### src/sv/crf_pkg.sv
// shared types and constants for the console receive framer
// no dependencies; compiled first
package crf_pkg;

  localparam int BUF_DEPTH_DEF = 64;

  localparam logic [7:0]  CHAR_CR      = 8'h0D;
  localparam logic [7:0]  CHAR_LF      = 8'h0A;
  localparam int          FRAME_HEADER = 2;

  localparam logic [15:0] TIMEOUT_RST    = 16'd10;
  localparam logic [7:0]  START_CODE_RST = 8'h01;

  localparam int APB_AW = 3;

  // register index taken from paddr[2]
  typedef enum logic {
    REG_TIMEOUT    = 1'b0,
    REG_START_CODE = 1'b1
  } crf_reg_t;

  typedef struct packed {
    logic [15:0] timeout_ms;
    logic [7:0]  binary_start_code;
  } crf_cfg_t;

endpackage

### src/sv/crf_if.sv
// valid/ready channel interfaces for the framer input and result streams
// no dependencies
interface crf_in_if;
  logic        valid;
  logic        ready;
  logic        req_type;
  logic [7:0]  rx_byte;
  logic [31:0] now_ms;

  modport source (output valid, req_type, rx_byte, now_ms, input ready);
  modport sink   (input valid, req_type, rx_byte, now_ms, output ready);
endinterface

interface crf_out_if;
  logic       valid;
  logic       ready;
  logic       store_valid;
  logic [5:0] store_index;
  logic [7:0] store_byte;
  logic       message_ready;
  logic       in_binary;
  logic       pending_warning;
  logic [6:0] fill_count;

  modport source (output valid, store_valid, store_index, store_byte, message_ready,
                  in_binary, pending_warning, fill_count, input ready);
  modport sink   (input valid, store_valid, store_index, store_byte, message_ready,
                  in_binary, pending_warning, fill_count, output ready);
endinterface

### src/sv/crf_regs.sv
// apb configuration registers: idle timeout and binary start code
// depends on crf_pkg
module crf_regs (
  input  logic                       clk,
  input  logic                       rst,
  input  logic                       psel,
  input  logic                       penable,
  input  logic                       pwrite,
  input  logic [crf_pkg::APB_AW-1:0] paddr,
  input  logic [31:0]                pwdata,
  output logic [31:0]                prdata,
  output logic                       pready,
  output crf_pkg::crf_cfg_t          cfg
);
  import crf_pkg::*;

  logic     wr_en;
  crf_reg_t sel;

  assign pready = 1'b1;
  assign wr_en  = psel && penable && pwrite;
  assign sel    = crf_reg_t'(paddr[2]);

  always_ff @(posedge clk) begin
    if (rst) begin
      cfg.timeout_ms        <= TIMEOUT_RST;
      cfg.binary_start_code <= START_CODE_RST;
    end else if (wr_en) begin
      case (sel)
        REG_TIMEOUT:    cfg.timeout_ms        <= pwdata[15:0];
        REG_START_CODE: cfg.binary_start_code <= pwdata[7:0];
        default: ;
      endcase
    end
  end

  always_comb begin
    case (sel)
      REG_TIMEOUT:    prdata = {16'd0, cfg.timeout_ms};
      REG_START_CODE: prdata = {24'd0, cfg.binary_start_code};
      default:        prdata = 32'd0;
    endcase
  end

endmodule

### src/sv/crf_framer.sv
// framing datapath: input register, per-byte framing logic and state, result register
// depends on crf_pkg and crf_if
module crf_framer #(
  parameter int BUF_DEPTH = crf_pkg::BUF_DEPTH_DEF
) (
  input  logic              clk,
  input  logic              rst,
  input  crf_pkg::crf_cfg_t cfg,
  crf_in_if.sink            in_ch,
  crf_out_if.source         out_ch
);
  import crf_pkg::*;

  localparam int IW    = $clog2(BUF_DEPTH + 1);
  localparam int CMP_W = (IW > 8 ? IW : 8) + 1;

  // input register
  logic        s1_valid;
  logic        s1_req;
  logic [7:0]  s1_byte;
  logic [31:0] s1_now;
  logic        advance;

  // framing state
  logic [IW-1:0] write_index, write_index_next;
  logic          binary_active, binary_active_next;
  logic [31:0]   last_byte_time, last_byte_time_next;
  logic [7:0]    length_field, length_field_next;
  logic          ready_flag, ready_flag_next;

  logic          stored;
  logic          warn;
  logic [IW-1:0] pos;
  logic [IW-1:0] wi;
  logic          timed_out;
  logic [31:0]   pos_ext;
  logic [31:0]   wi_ext;

  assign advance     = s1_valid && (!out_ch.valid || out_ch.ready);
  assign in_ch.ready = !s1_valid || advance;

  always_ff @(posedge clk) begin
    if (rst) begin
      s1_valid <= 1'b0;
    end else if (in_ch.ready) begin
      s1_valid <= in_ch.valid;
    end
  end

  always_ff @(posedge clk) begin
    if (in_ch.valid && in_ch.ready) begin
      s1_req  <= in_ch.req_type;
      s1_byte <= in_ch.rx_byte;
      s1_now  <= in_ch.now_ms;
    end
  end

  assign timed_out = (s1_now - last_byte_time) > {16'd0, cfg.timeout_ms};

  always_comb begin
    write_index_next    = write_index;
    binary_active_next  = binary_active;
    last_byte_time_next = last_byte_time;
    length_field_next   = length_field;
    ready_flag_next     = ready_flag;
    stored              = 1'b0;
    warn                = 1'b0;
    pos                 = '0;
    wi                  = write_index;

    if (s1_req) begin
      // consume transaction
      write_index_next = '0;
      ready_flag_next  = 1'b0;
    end else begin
      warn = ready_flag;
      if (binary_active && timed_out) begin
        binary_active_next = 1'b0;
        wi                 = '0;
      end
      last_byte_time_next = s1_now;
      if (wi == '0) begin
        binary_active_next = (s1_byte == cfg.binary_start_code);
      end
      write_index_next = wi;

      if (binary_active_next) begin
        if (wi < IW'(BUF_DEPTH)) begin
          stored = 1'b1;
          pos    = wi;
          if (wi == IW'(1)) begin
            length_field_next = s1_byte;
          end
          if (CMP_W'(wi) > CMP_W'(FRAME_HEADER) &&
              CMP_W'(wi) == CMP_W'(length_field) + CMP_W'(FRAME_HEADER)) begin
            ready_flag_next = 1'b1;
          end
          write_index_next = wi + IW'(1);
        end
      end else begin
        if (s1_byte == CHAR_CR) begin
          // carriage return ignored
        end else if (s1_byte == CHAR_LF) begin
          ready_flag_next = 1'b1;
        end else if (wi < IW'(BUF_DEPTH)) begin
          stored           = 1'b1;
          pos              = wi;
          write_index_next = wi + IW'(1);
        end
      end
    end
  end

  always_ff @(posedge clk) begin
    if (rst) begin
      write_index    <= '0;
      binary_active  <= 1'b0;
      last_byte_time <= '0;
      ready_flag     <= 1'b0;
    end else if (advance) begin
      write_index    <= write_index_next;
      binary_active  <= binary_active_next;
      last_byte_time <= last_byte_time_next;
      ready_flag     <= ready_flag_next;
    end
  end

  always_ff @(posedge clk) begin
    if (advance) begin
      length_field <= length_field_next;
    end
  end

  assign pos_ext = 32'(pos);
  assign wi_ext  = 32'(write_index_next);

  // result register
  always_ff @(posedge clk) begin
    if (rst) begin
      out_ch.valid <= 1'b0;
    end else if (advance) begin
      out_ch.valid <= 1'b1;
    end else if (out_ch.ready) begin
      out_ch.valid <= 1'b0;
    end
  end

  always_ff @(posedge clk) begin
    if (advance) begin
      out_ch.store_valid     <= stored;
      out_ch.store_index     <= pos_ext[5:0];
      out_ch.store_byte      <= stored ? s1_byte : 8'd0;
      out_ch.message_ready   <= ready_flag_next;
      out_ch.in_binary       <= binary_active_next;
      out_ch.pending_warning <= warn;
      out_ch.fill_count      <= wi_ext[6:0];
    end
  end

endmodule

### src/sv/console_rx_framer.sv
// console receive framer top level: apb registers plus framing datapath
// depends on crf_pkg, crf_if, crf_regs and crf_framer
//
// in_ch carries one transaction per received byte (req_type 0, rx_byte,
// now_ms) or per consume notice (req_type 1). out_ch returns exactly one
// transaction per input: the buffer write, if any, plus ready, mode,
// warning and fill count after that input.
// a result is captured by the input register when its input is accepted,
// and then by the result register once out_ch can take it.
// throughput: one transaction per cycle while out_ch does not stall; the
// framing state loop closes in the single logic stage between the two registers.
// when out_ch stalls the result register holds, the input register takes one more
// transaction only if it is empty, and in_ch.ready then stays low until out_ch moves.
// reset clears the index, mode, ready flag and timestamp, loads the
// timeout (10 ms) and start code (0x01), and empties both registers.
// the apb port takes timeout_ms at 0x0 and binary_start_code at 0x4;
// write it only while no transaction is in flight.
module console_rx_framer #(
  parameter int BUF_DEPTH = crf_pkg::BUF_DEPTH_DEF
) (
  input  logic                       clk,
  input  logic                       rst,
  input  logic                       psel,
  input  logic                       penable,
  input  logic                       pwrite,
  input  logic [crf_pkg::APB_AW-1:0] paddr,
  input  logic [31:0]                pwdata,
  output logic [31:0]                prdata,
  output logic                       pready,
  crf_in_if.sink                     in_ch,
  crf_out_if.source                  out_ch
);
  import crf_pkg::*;

  crf_cfg_t cfg;

  crf_regs u_regs (
    .clk     (clk),
    .rst     (rst),
    .psel    (psel),
    .penable (penable),
    .pwrite  (pwrite),
    .paddr   (paddr),
    .pwdata  (pwdata),
    .prdata  (prdata),
    .pready  (pready),
    .cfg     (cfg)
  );

  crf_framer #(
    .BUF_DEPTH (BUF_DEPTH)
  ) u_framer (
    .clk    (clk),
    .rst    (rst),
    .cfg    (cfg),
    .in_ch  (in_ch),
    .out_ch (out_ch)
  );

endmodule
### src/flat_wrapper.sv
// flat-port wrapper written by rule: the top's interface ports become plain ports
module console_rx_framer_flat import crf_pkg::*;
#(
  parameter int BUF_DEPTH = crf_pkg::BUF_DEPTH_DEF
)
  (clk, rst, psel, penable, pwrite, paddr, pwdata, prdata, pready, in_ch_valid, in_ch_req_type, in_ch_rx_byte, in_ch_now_ms, in_ch_ready, out_ch_valid, out_ch_store_valid, out_ch_store_index, out_ch_store_byte, out_ch_message_ready, out_ch_in_binary, out_ch_pending_warning, out_ch_fill_count, out_ch_ready);
  crf_in_if in_ch_i ();
  crf_out_if out_ch_i ();
  input  logic clk;
  input  logic rst;
  input  logic psel;
  input  logic penable;
  input  logic pwrite;
  input  logic [crf_pkg::APB_AW-1:0] paddr;
  input  logic [31:0] pwdata;
  output logic [31:0] prdata;
  output logic pready;
  input wire logic [$bits(in_ch_i.valid)-1:0] in_ch_valid;
  input wire logic [$bits(in_ch_i.req_type)-1:0] in_ch_req_type;
  input wire logic [$bits(in_ch_i.rx_byte)-1:0] in_ch_rx_byte;
  input wire logic [$bits(in_ch_i.now_ms)-1:0] in_ch_now_ms;
  output wire logic [$bits(in_ch_i.ready)-1:0] in_ch_ready;
  output wire logic [$bits(out_ch_i.valid)-1:0] out_ch_valid;
  output wire logic [$bits(out_ch_i.store_valid)-1:0] out_ch_store_valid;
  output wire logic [$bits(out_ch_i.store_index)-1:0] out_ch_store_index;
  output wire logic [$bits(out_ch_i.store_byte)-1:0] out_ch_store_byte;
  output wire logic [$bits(out_ch_i.message_ready)-1:0] out_ch_message_ready;
  output wire logic [$bits(out_ch_i.in_binary)-1:0] out_ch_in_binary;
  output wire logic [$bits(out_ch_i.pending_warning)-1:0] out_ch_pending_warning;
  output wire logic [$bits(out_ch_i.fill_count)-1:0] out_ch_fill_count;
  input wire logic [$bits(out_ch_i.ready)-1:0] out_ch_ready;
  assign in_ch_i.valid = in_ch_valid;
  assign in_ch_i.req_type = in_ch_req_type;
  assign in_ch_i.rx_byte = in_ch_rx_byte;
  assign in_ch_i.now_ms = in_ch_now_ms;
  assign in_ch_ready = in_ch_i.ready;
  assign out_ch_valid = out_ch_i.valid;
  assign out_ch_store_valid = out_ch_i.store_valid;
  assign out_ch_store_index = out_ch_i.store_index;
  assign out_ch_store_byte = out_ch_i.store_byte;
  assign out_ch_message_ready = out_ch_i.message_ready;
  assign out_ch_in_binary = out_ch_i.in_binary;
  assign out_ch_pending_warning = out_ch_i.pending_warning;
  assign out_ch_fill_count = out_ch_i.fill_count;
  assign out_ch_i.ready = out_ch_ready;
  console_rx_framer #(.BUF_DEPTH(BUF_DEPTH)) u_core (.clk(clk), .rst(rst), .psel(psel), .penable(penable), .pwrite(pwrite), .paddr(paddr), .pwdata(pwdata), .prdata(prdata), .pready(pready), .in_ch(in_ch_i), .out_ch(out_ch_i));
endmodule
### config.mk
export PLATFORM = sky130hd
export DESIGN_NAME = console_rx_framer_flat
export DESIGN_NICKNAME = d
export VERILOG_FILES = /design/src/sv/crf_pkg.sv /design/src/sv/crf_if.sv /design/src/sv/crf_regs.sv /design/src/sv/crf_framer.sv /design/src/sv/console_rx_framer.sv /design/src/flat_wrapper.sv
export SDC_FILE = /design/constraint.sdc
export NUM_CORES = 1
export LEC_CHECK = 0
export ABC_AREA = 0
export BUFFER_PORTS_ARGS = -buffer_cell sky130_fd_sc_hd__buf_2
export CORE_ASPECT_RATIO = 0.6
export CORE_UTILIZATION = 45
export DETAILED_ROUTE_END_ITERATION = 10
export HOLD_SLACK_MARGIN = 0.15
export PLACE_DENSITY = 0.64
export SYNTH_ARGS = -nofsm -noshare
export SYNTH_HDL_FRONTEND = slang
export SYNTH_SLANG_ARGS = --single-unit
### constraint.sdc
create_clock -name clk -period 7.95 [get_ports clk]
set_input_delay 0 -clock clk [delete_from_list [all_inputs] [get_ports clk]]
set_output_delay 0 -clock clk [all_outputs]
set_load 0.02 [all_outputs]
==> results by group, run 1 <==
Detailed routing
  – Initial DRC Count: 559
  – TritonRoute pass-1 iters: 5
  – Remaining antenna violation count: 0
  – Vias per inst: 5.30
  – Drt total wl: 20.3 mm
  – Remaining DRCs: 0
  – Vias: 6949
  – Routed len/inst: 15.5 µm

Worst setup path
  – Worst path max stage delay: 0.43 ns
  – Startpoint types: register
  – Buf+Inv Stages, Crit Path: 2
  – Critical path peak fanout: 14
  – Worst EP arrival: 7.31 ns
  – Critical Path RT: 8.10 ns
  – Crit path kind: reg2reg
  – CP max stage cell: a31oi_4
  – Crit-path leading delay family: compound AO/OA/AOI/OAI gates
  – CP endpoint kind: register

GRT
  – Initial antenna violation count: 0
  – Total GRT Usage: 22.3%
  – Vias in the first global route: 6144
  – Global-route wire length before repair: 32.3 mm
  – Largest net degree at the start of global routing: 66
  – Gr ovfl total: 0

Clocking
  – CTS H-tree depth: 4
  – CTS Sinks: 141
  – CTS tree: yes
  – Root Buffer: clkbuf_16
  – Clk slew on worst S/H paths: 0.06 ns
  – TritonCTS Buffers: 17
  – Maximum buffer depth of the clock tree: 2
  – Worst-Skew Late Latency: 0.43 ns
  – Post-CTS setup buffer count: 0

Placed design
  – GP Congestion: 0.883
  – Port buffer count: 107
  – Placed cell count: 1217
  – Placement Setup Slack: 0.936 ns
  – DP Wirelength: 14.3 mm

Floorplan
  – Die area: 18600 µm²
  – Ports: 143
  – Cell row count: 37
  – Die height: 106 µm
  – Initial core utilization: 46.6%
  – Core Footprint: 17400 µm²
  – Die width: 175 µm

STA
  – Crit path time final: 7.17 ns
  – Achievable Freq: 140 MHz
  – Final setup skew: 0.00987 ns
  – Period utilisation layout: 90.1%
  – Final Hold Viols: 0
  – Final WS setup: 0.784 ns
  – Final setup viols: 0
  – Max Slew Vio Count: 0
  – RSZ-0062 raised after global routing: false
  – Worst slew margin: 23.3%
  – Hold slack final: 0.174 ns
  – Sum of negative setup slack: 0 ns
  – Worst-Margin Slew: 1.15 ns

Synth
  – Distinct cells, synth: 74
  – Top cell type's share of synthesized area: 27.4%
  – Register area share after synthesis: 43.9%
  – Cell area after synthesis: 8120 µm²
  – EDFF count, synth: 74
  – Syn Inst Count: 910
  – Syn_area_per_cell: 8.92 µm²
  – Register bit count reported by yosys: 141
  – Top post-synthesis cells by area: edfxtp_1 (27%), dfxtp_1 (17%), ha_1 (8.2%), nand2_1 (7.4%), a21oi_1 (6.4%)
  – Async set or reset register ratio after synthesis: 0%
  – Synth Warn #: 0
  – Cell taking the most area after synthesis: edfxtp_1
  – Top_reg_cell synth: edfxtp_1

Power
  – Pwr per Cell Area: 191 nW/µm²
  – Sw power: 0.522 mW
  – Combinational share of power: 16.2%
  – VDD IR max: 0.162 mV
  – Flop pwr share: 42.7%
  – Sw Ratio: 27.4%
  – Leakage: 3.84 nW
  – Clock power frac: 41.0%
  – Cell-internal power: 1.38 mW

Finish
  – Syn-to-layout area delta: 23.0%
  – Area occupied by multi-input gates: 4080 µm²
  – Fill count: 1621
  – Final #Nets: 1202
  – Antenna Cells: 0
  – Fin cells: 1312
  – Storage cell area: 3560 µm²
  – Share of layout cells above drive strength 1: 15.6%

Status
  – Status: complete, no violations

Run
  – Maxcap violations: 0

Hold path
  – Min-delay worst type: in2reg
==> cell usage in the layout, fill, tap and decap left out, drive strengths merged, types with 4 or more instances in the layout <==
cell type      n
clkinv         5
xor2          19
nand3         21
or3            4
o21ai         31
and2          17
a21oi        104
buf          113
and3          11
inv           69
nand2        160
o21a           8
nor2b          5
clkinvlp       4
a21o          10
dfxtp         67
a31oi          6
a211oi         8
ha            53
nand4         16
nor4           6
edfxtp        74
and4           4
dlygate4sd3   63
clkbuf        20
nor3          15
conb          17
o211ai        13
xnor2         19
nor2          54
==> power groups by stage <==
stage,Clock [mW],Combinational [mW],Sequential (mW)
2_1_floorplan,0,0.204,0.831
3_3_place_gp,0,0.278,0.829
3_5_place_dp,0,0.280,0.830
4_1_cts,0.795,0.306,0.814
5_1_grt,0.825,0.342,0.817
6_report,0.782,0.309,0.814
==> sequential cells by signal (all words and copies together), names as in the netlist <==
register,count
u_core.u_framer.length_field,8
u_core.u_framer.out_ch.fill_count,7
u_core.u_framer.out_ch.store_valid,1
u_core.u_framer.s1_now,32
u_core.u_framer.out_ch.message_ready,1
u_core.u_framer.write_index,7
u_core.u_framer.out_ch.pending_warning,1
u_core.u_regs.cfg,24
u_core.u_framer.s1_req,1
u_core.u_framer.s1_byte,8
u_core.u_framer.out_ch.store_index,6
u_core.u_framer.binary_active,1
u_core.u_framer.out_ch.store_byte,8
u_core.u_framer.ready_flag,1
u_core.u_framer.out_ch.valid,1
u_core.u_framer.last_byte_time,32
u_core.u_framer.out_ch.in_binary,1
u_core.u_framer.s1_valid,1
==> stage by stage <==
stage          instance area [µm²]  power (mW)  utilization [%]
2_1_floorplan                 8170        1.03                -
6_report                      9980        1.91             57.3
3_3_place_gp                  8770        1.11             50.4
3_5_place_dp                  8770        1.11             50.4
5_1_grt                       9980        1.98             57.3
4_1_cts                       9980        1.92             57.3
==> layer usage <==
metal  global-route usage, %  wire length [µm]
met2                    29.7              7770
met4                    6.34               216
met1                    35.6             11200
met3                    4.22              1110
met5                       0                 0
==> Yosys cell counts (2+ instances only) <==
cell type	number
o21a_1	8
and3_1	9
o22ai_1	3
o31a_1	2
nor4_1	6
and2_1	17
a31oi_1	5
xnor2_1	19
and3_2	2
o2111ai_1	3
conb_1	2
mux2i_1	3
clkbuf_1	30
mux2_2	3
nor2_1	54
nor3b_1	3
nor2b_1	5
buf_4	17
or2_2	2
or3_1	4
a2111oi_4	2
ha_1	53
o21ai_0	31
a211oi_1	7
nand2b_1	3
nand3b_1	3
nand3_1	21
o21bai_1	2
a21boi_0	3
a21oi_1	104
nand2_1	160
and2b_2	2
dfxtp_1	67
xor2_1	19
edfxtp_1	74
nand4_1	16
inv_1	67
and4_1	2
a21o_1	10
buf_2	7
nor3_1	15
o211ai_1	13
==> tightest hold or removal path, cell delays in order <==
cell     delay (ns)
buf_2          0.10
nand4_1        0.29
nand2_1        0.09
nand3_1        0.08
==> logic make-up (layout without fill, tap and decap cells) <==
kind of cell | after synthesis | in the layout | share of synthesized area (%)
DFF | 141 | 141 | 43.9
muxes | 6 | 6 | 0.786
AOI/OAI and AO/OA | 214 | 214 | 16.8
other | 2 | 17 | 0.0925
and+or+nand+nor | 333 | 333 | 19.3
buffers and inverters | 122 | 275 | 6.54
xor gates and xnor gates | 38 | 38 | 4.10
adders and majority gates | 54 | 54 | 8.42
==> timing repair <==
action,in CTS,in global routing
gates resized for setup,0,0
endpoints found under the hold margin,67,0
hold buffers,63,0
setup endpoints to repair,0,0
==> area by class of cell <==
cell class / instances / area share (%)
Inverter: 67 / 2.52
Timing Repair Buffer: 176 / 12.1
Tap cell: 234 / 2.93
Clock buffer: 20 / 4.69
Multi-Input combinational cell: 662 / 40.9
Clock inverter: 12 / 1.13
Sequential cell: 141 / 35.7
==> path summary, 6_finish.rpt <==
kind / startpoint / endpoint / slack, ns / depth (start not counted)
worst min register to register: u_core.u_regs.cfg[14] / u_core.u_regs.cfg[14] / 0.45 / 2
worst min-delay path: pwrite / u_core.u_regs.cfg[0] / 0.17 / 4
worst max register to register: u_core.u_framer.s1_now[4] / u_core.u_framer.out_ch.fill_count[6] / 0.78 / 29
worst max-delay path: u_core.u_framer.s1_now[4] / u_core.u_framer.out_ch.fill_count[6] / 0.78 / 29
No activity file was read; power rests on OpenSTA's default activity.
==> inputs of run 2 (changes only) <==
- clock period: 7.95 -> 7.6 ns (I/O delays scaled with it)
==> results by group, run 2 (synthesis results as in run 1) <==
Status
  – Status: complete, no violations

Placed design
  – GP Congestion: 0.905
  – Port buffer count: 107
  – Placed cell count: 1217
  – DP Wirelength: 14.5 mm
  – Placed cell areas: 8770 µm²

Clocking
  – Clk slew on worst S/H paths: 0.06 ns
  – TritonCTS Buffers: 17
  – Maximum buffer depth of the clock tree: 2
  – CTS Sinks: 141
  – CTS H-tree depth: 4
  – Root Buffer: clkbuf_16
  – Worst-Skew Late Latency: 0.42 ns
  – Post-CTS setup buffer count: 0
  – CTS tree: yes

GRT
  – Total GRT Usage: 22.8%
  – Gr ovfl total: 0
  – Vias in the first global route: 6377
  – Initial antenna violation count: 0
  – Global-route wire length before repair: 33.1 mm
  – Largest net degree at the start of global routing: 66

Finish
  – Fin cells: 1318
  – Most frequent cells in the layout: nand2_1 (160), buf_2 (107), a21oi_1 (104), edfxtp_1 (74), dlygate4sd3_1 (69)
  – Share of layout cells above drive strength 1: 15.4%
  – Core Util, Final: 57.8%
  – Biggest regs: u_core.u_framer.last_byte_time: 32 flops, u_core.u_framer.s1_now: 32 flops, u_core.u_regs.cfg: 24 flops
  – Most common cell after layout, fill and taps aside: nand2_1
  – Syn-to-layout area delta: 23.9%
  – Fill count: 1590
  – Final #Nets: 1208
  – Fin area: 10100 µm²
  – Antenna Cells: 0

Floorplan
  – Ports: 143
  – Die height: 106 µm
  – Die width: 175 µm
  – Die area: 18600 µm²
  – Core Footprint: 17400 µm²
  – Initial core utilization: 46.6%
  – Cell row count: 37

Detailed routing
  – Routed len/inst: 15.8 µm
  – Vias: 7019
  – Initial DRC Count: 518
  – TritonRoute pass-1 iters: 5
  – Drt total wl: 20.8 mm
  – Remaining DRCs: 0
  – Remaining antenna violation count: 0
  – Vias per inst: 5.33

STA
  – Worst-Margin Slew: 1.13 ns
  – Worst slew margin: 24.8%
  – RSZ-0062 raised after global routing: false
  – Sum of negative setup slack: 0 ns
  – Crit path time final: 7.14 ns
  – Period utilisation layout: 93.9%
  – Achievable Freq: 140 MHz
  – Max Slew Vio Count: 0
  – Final Hold Viols: 0
  – Final setup viols: 0
  – Final setup skew: 0.0116 ns

Worst setup path
  – CP max stage cell: nor3b_1
  – Critical path peak fanout: 14
  – CP endpoint kind: register
  – Worst EP arrival: 7.32 ns
  – Worst path max stage delay: 0.49 ns
  – Startpoint types: register
  – Critical Path RT: 7.78 ns
  – Crit path kind: reg2reg

Hold path
  – Min-delay worst type: in2reg

Power
  – Leakage: 3.87 nW
  – Pwr per Cell Area: 202 nW/µm²
  – Total Power: 2.03 mW
  – VDD IR max: 0.153 mV

Run
  – Maxcap violations: 0
[run 2: changes by cell type in the layout (fill, tap and decap cells not counted), sizes merged]
| cell | previous run | this run |
|---|---|---|
| bufinv | 1 | 3 |
| clkbuf | 20 | 18 |
| clkinv | 5 | 6 |
| clkinvlp | 4 | 2 |
| dlygate4sd3 | 63 | 69 |
| inv | 69 | 70 |
[run 2: layer usage]
metal	GRT usage, %	wire length, µm	part of all wire, %
met5	0	0	0
met4	6.27	188	0.90
met3	4.01	1470	7.1
met2	31.9	8160	39
met1	35.5	11000	53
[run 2: report_power, final]
group          leakage, nW  switching, mW  internal (mW)  total, mW
logic                 2.33          0.191          0.135      0.327
clock network        0.286          0.335          0.516      0.851
registers             1.25         0.0192          0.833      0.852
total                 3.87          0.545           1.48       2.03
[run 2: critical path: cells and delay by family (launching register included)]
family	cells	cell delay, ns
XOR/XNOR	1	0.19
buffers and inverters	4	0.44
flip-flops	1	0.39
AND/OR/NAND/NOR	11	2.34
AO/OA/AOI/OAI	8	2.55
adder cells (fa/ha/maj)	4	0.96
[run 2: final timing paths]
path	from	end	slack [ns]	depth (start not counted)
worst max-delay path	u_core.u_framer.s1_now[0]	u_core.u_framer.out_ch.store_byte[7]	0.46	28
worst min-delay path	rst	u_core.u_framer.out_ch.valid	0.21	3
worst max register to register	u_core.u_framer.s1_now[0]	u_core.u_framer.out_ch.store_byte[7]	0.46	28
worst min register to register	u_core.u_framer.last_byte_time[29]	u_core.u_framer.last_byte_time[29]	0.45	2
[run 2: per-stage QoR]
stage | setup WS (ns) | hold WS [ns]
detailed placement | 0.622 | 0.178
global route | 0.0468 | 0.262
finish | 0.460 | 0.213
global placement | 0.672 | 0.177
CTS | 0.574 | 0.193
floorplan | 1.35 | 0.0989
[run 2: timing repair]
action | CTS | global route
gates resized for setup | 0 | 0
hold buffers | 69 | 0
hold endpoints to repair | 67 | 0
[run 2: area by class of cell]
cell class / instances / area (µm²) / share of cell area (%)
clock buffer: 18 / 429 / 4.27
clock inverter: 14 / 166 / 1.65
inverter: 67 / 251 / 2.50
multi-input combinational: 662 / 4080 / 40.6
sequential: 141 / 3560 / 35.4
tap: 234 / 293 / 2.91
timing repair buffer: 182 / 1270 / 12.6
==> inputs of run 3 (changes only) <==
- clock period: 7.6 -> 7.9 ns (I/O delays scaled with it)
==> results by group, run 3 (synthesis results as in run 1) <==
Worst setup path
  – Startpoint types: register
  – Reg2reg end: u_core.u_framer.out_ch.store_byte[0]
  – Critical path peak fanout: 14
  – CP max stage cell: a31oi_4
  – Crit path kind: reg2reg
  – Worst path max stage delay: 0.44 ns
  – Worst EP arrival: 7.47 ns
  – R2r setup slk: 0.62 ns
  – Crit Reg-Reg Startpoint: u_core.u_framer.s1_now[4]
  – Setup crit start: u_core.u_framer.s1_now[4]
  – CP endpoint kind: register
  – Crit path capture: u_core.u_framer.out_ch.store_byte[0]
  – Worst R2R Path Depth: 29
  – Critical Path RT: 8.08 ns

Detailed routing
  – Initial DRC Count: 616
  – Met2 wire len: 8.12 mm
  – Vias per inst: 5.36
  – TritonRoute pass-1 iters: 5
  – Drt total wl: 20.7 mm
  – Remaining DRCs: 0
  – Uppermost routed layer: met4
  – Routed met1 length: 11.1 mm
  – Met3 wire len: 1.27 mm
  – Vias: 7029
  – Remaining antenna violation count: 0
  – Routed len/inst: 15.8 µm

Finish
  – Syn-to-layout area delta: 22.8%
  – Fill count: 1612
  – Area occupied by multi-input gates: 4080 µm²
  – Final #Nets: 1202
  – Antenna Cells: 0
  – Share of layout cells above drive strength 1: 15.6%
  – Biggest regs: u_core.u_framer.last_byte_time: 32 flops, u_core.u_framer.s1_now: 32 flops, u_core.u_regs.cfg: 24 flops
  – Most frequent cells in the layout: nand2_1 (160), buf_2 (107), a21oi_1 (104), edfxtp_1 (74)
  – Most common cell after layout, fill and taps aside: nand2_1
  – Fin cells: 1312
  – Fin area: 9960 µm²
  – Storage cell area: 3560 µm²

Power
  – Pwr per Cell Area: 191 nW/µm²
  – VDD IR max: 0.150 mV
  – Leakage: 3.84 nW

STA
  – Final setup skew: 0.0135 ns
  – Final setup viols: 0
  – Hold slack final: 0.196 ns
  – Sum of negative setup slack: 0 ns
  – Max Slew Vio Count: 0
  – Final WS setup: 0.618 ns
  – Crit path time final: 7.28 ns
  – Period utilisation layout: 92.2%
  – Worst slew margin: 25.2%
  – RSZ-0062 raised after global routing: false
  – Worst-Margin Slew: 1.12 ns
  – Final Hold Viols: 0
  – Achievable Freq: 137 MHz

Placed design
  – GP Congestion: 0.883
  – Port buffer count: 107
  – DP Wirelength: 14.3 mm
  – Placement Setup Slack: 0.803 ns
  – Placed cell areas: 8770 µm²
  – Placed cell count: 1217

Floorplan
  – Die area: 18600 µm²
  – Core Footprint: 17400 µm²
  – Cell row count: 37
  – Initial core utilization: 46.6%
  – Die width: 175 µm
  – Ports: 143
  – Die height: 106 µm

Clocking
  – Worst-Skew Late Latency: 0.43 ns
  – TritonCTS Buffers: 17
  – CTS Sinks: 141
  – Clk slew on worst S/H paths: 0.06 ns
  – Maximum buffer depth of the clock tree: 2
  – Root Buffer: clkbuf_16
  – Hold Buf Count CTS: 63
  – CTS H-tree depth: 4
  – CTS tree: yes
  – Post-CTS setup buffer count: 0
  – Post-CTS Resized: 0

Hold path
  – Min-delay worst type: in2reg

Run
  – Maxcap violations: 0

GRT
  – Vias in the first global route: 6503
  – Initial antenna violation count: 0
  – Largest net degree at the start of global routing: 66
  – Global-route wire length before repair: 34.0 mm
  – Total GRT Usage: 23.4%
  – Gr ovfl total: 0

Status
  – Status: complete, no violations
==> run 3: metrics by stage <==
stage | power [mW] | util (%)
6_report | 1.91 | 57.2
4_1_cts | 1.91 | 57.2
2_1_floorplan | 1.04 | -
5_1_grt | 1.99 | 57.2
3_3_place_gp | 1.11 | 50.4
3_5_place_dp | 1.12 | 50.4
==> run 3: layout make-up <==
class	count	area share, %
inverter	67	2.52
sequential	141	35.8
tap	234	2.94
clock buffer	17	4.27
clock inverter	15	1.38
timing repair buffer	176	12.2
multi-input combinational	662	41.0
==> run 3: per-layer routing <==
metal | GRT usage, % | vias up
li1 | - | 3474
met2 | 31.6 | 223
met5 | 0 | -
met4 | 5.71 | 0
met1 | 36.2 | 3312
met3 | 5.90 | 20
==> run 3: power breakdown <==
group	internal [mW]	total [mW]	switching [mW]
registers	0.801	0.820	0.0186
logic	0.129	0.312	0.183
clock network	0.437	0.774	0.337
==> run 3: worst max-delay path, delay by kind of cell (launching register included) <==
family / cells / cell delay (ns)
AOI/OAI and AO/OA: 9 / 2.82
and+or+nand+nor: 13 / 2.37
adders and majority gates: 3 / 0.89
DFF: 1 / 0.42
buffers and inverters: 3 / 0.38
xor gates and xnor gates: 1 / 0.15
==> run 3: worst min-delay path by stage <==
stage,startpoint,endpoint,slack [ns],cells after the start
floorplan,in_ch_rx_byte[0],u_core.u_framer.s1_byte[0],0.1,0
global placement,in_ch_now_ms[12],u_core.u_framer.s1_now[12],0.18,1
detailed placement,in_ch_rx_byte[4],u_core.u_framer.s1_byte[4],0.18,1
CTS,pwrite,u_core.u_regs.cfg[0],0.17,4
global route,pwrite,u_core.u_regs.cfg[0],0.23,4
finish,pwrite,u_core.u_regs.cfg[0],0.20,4
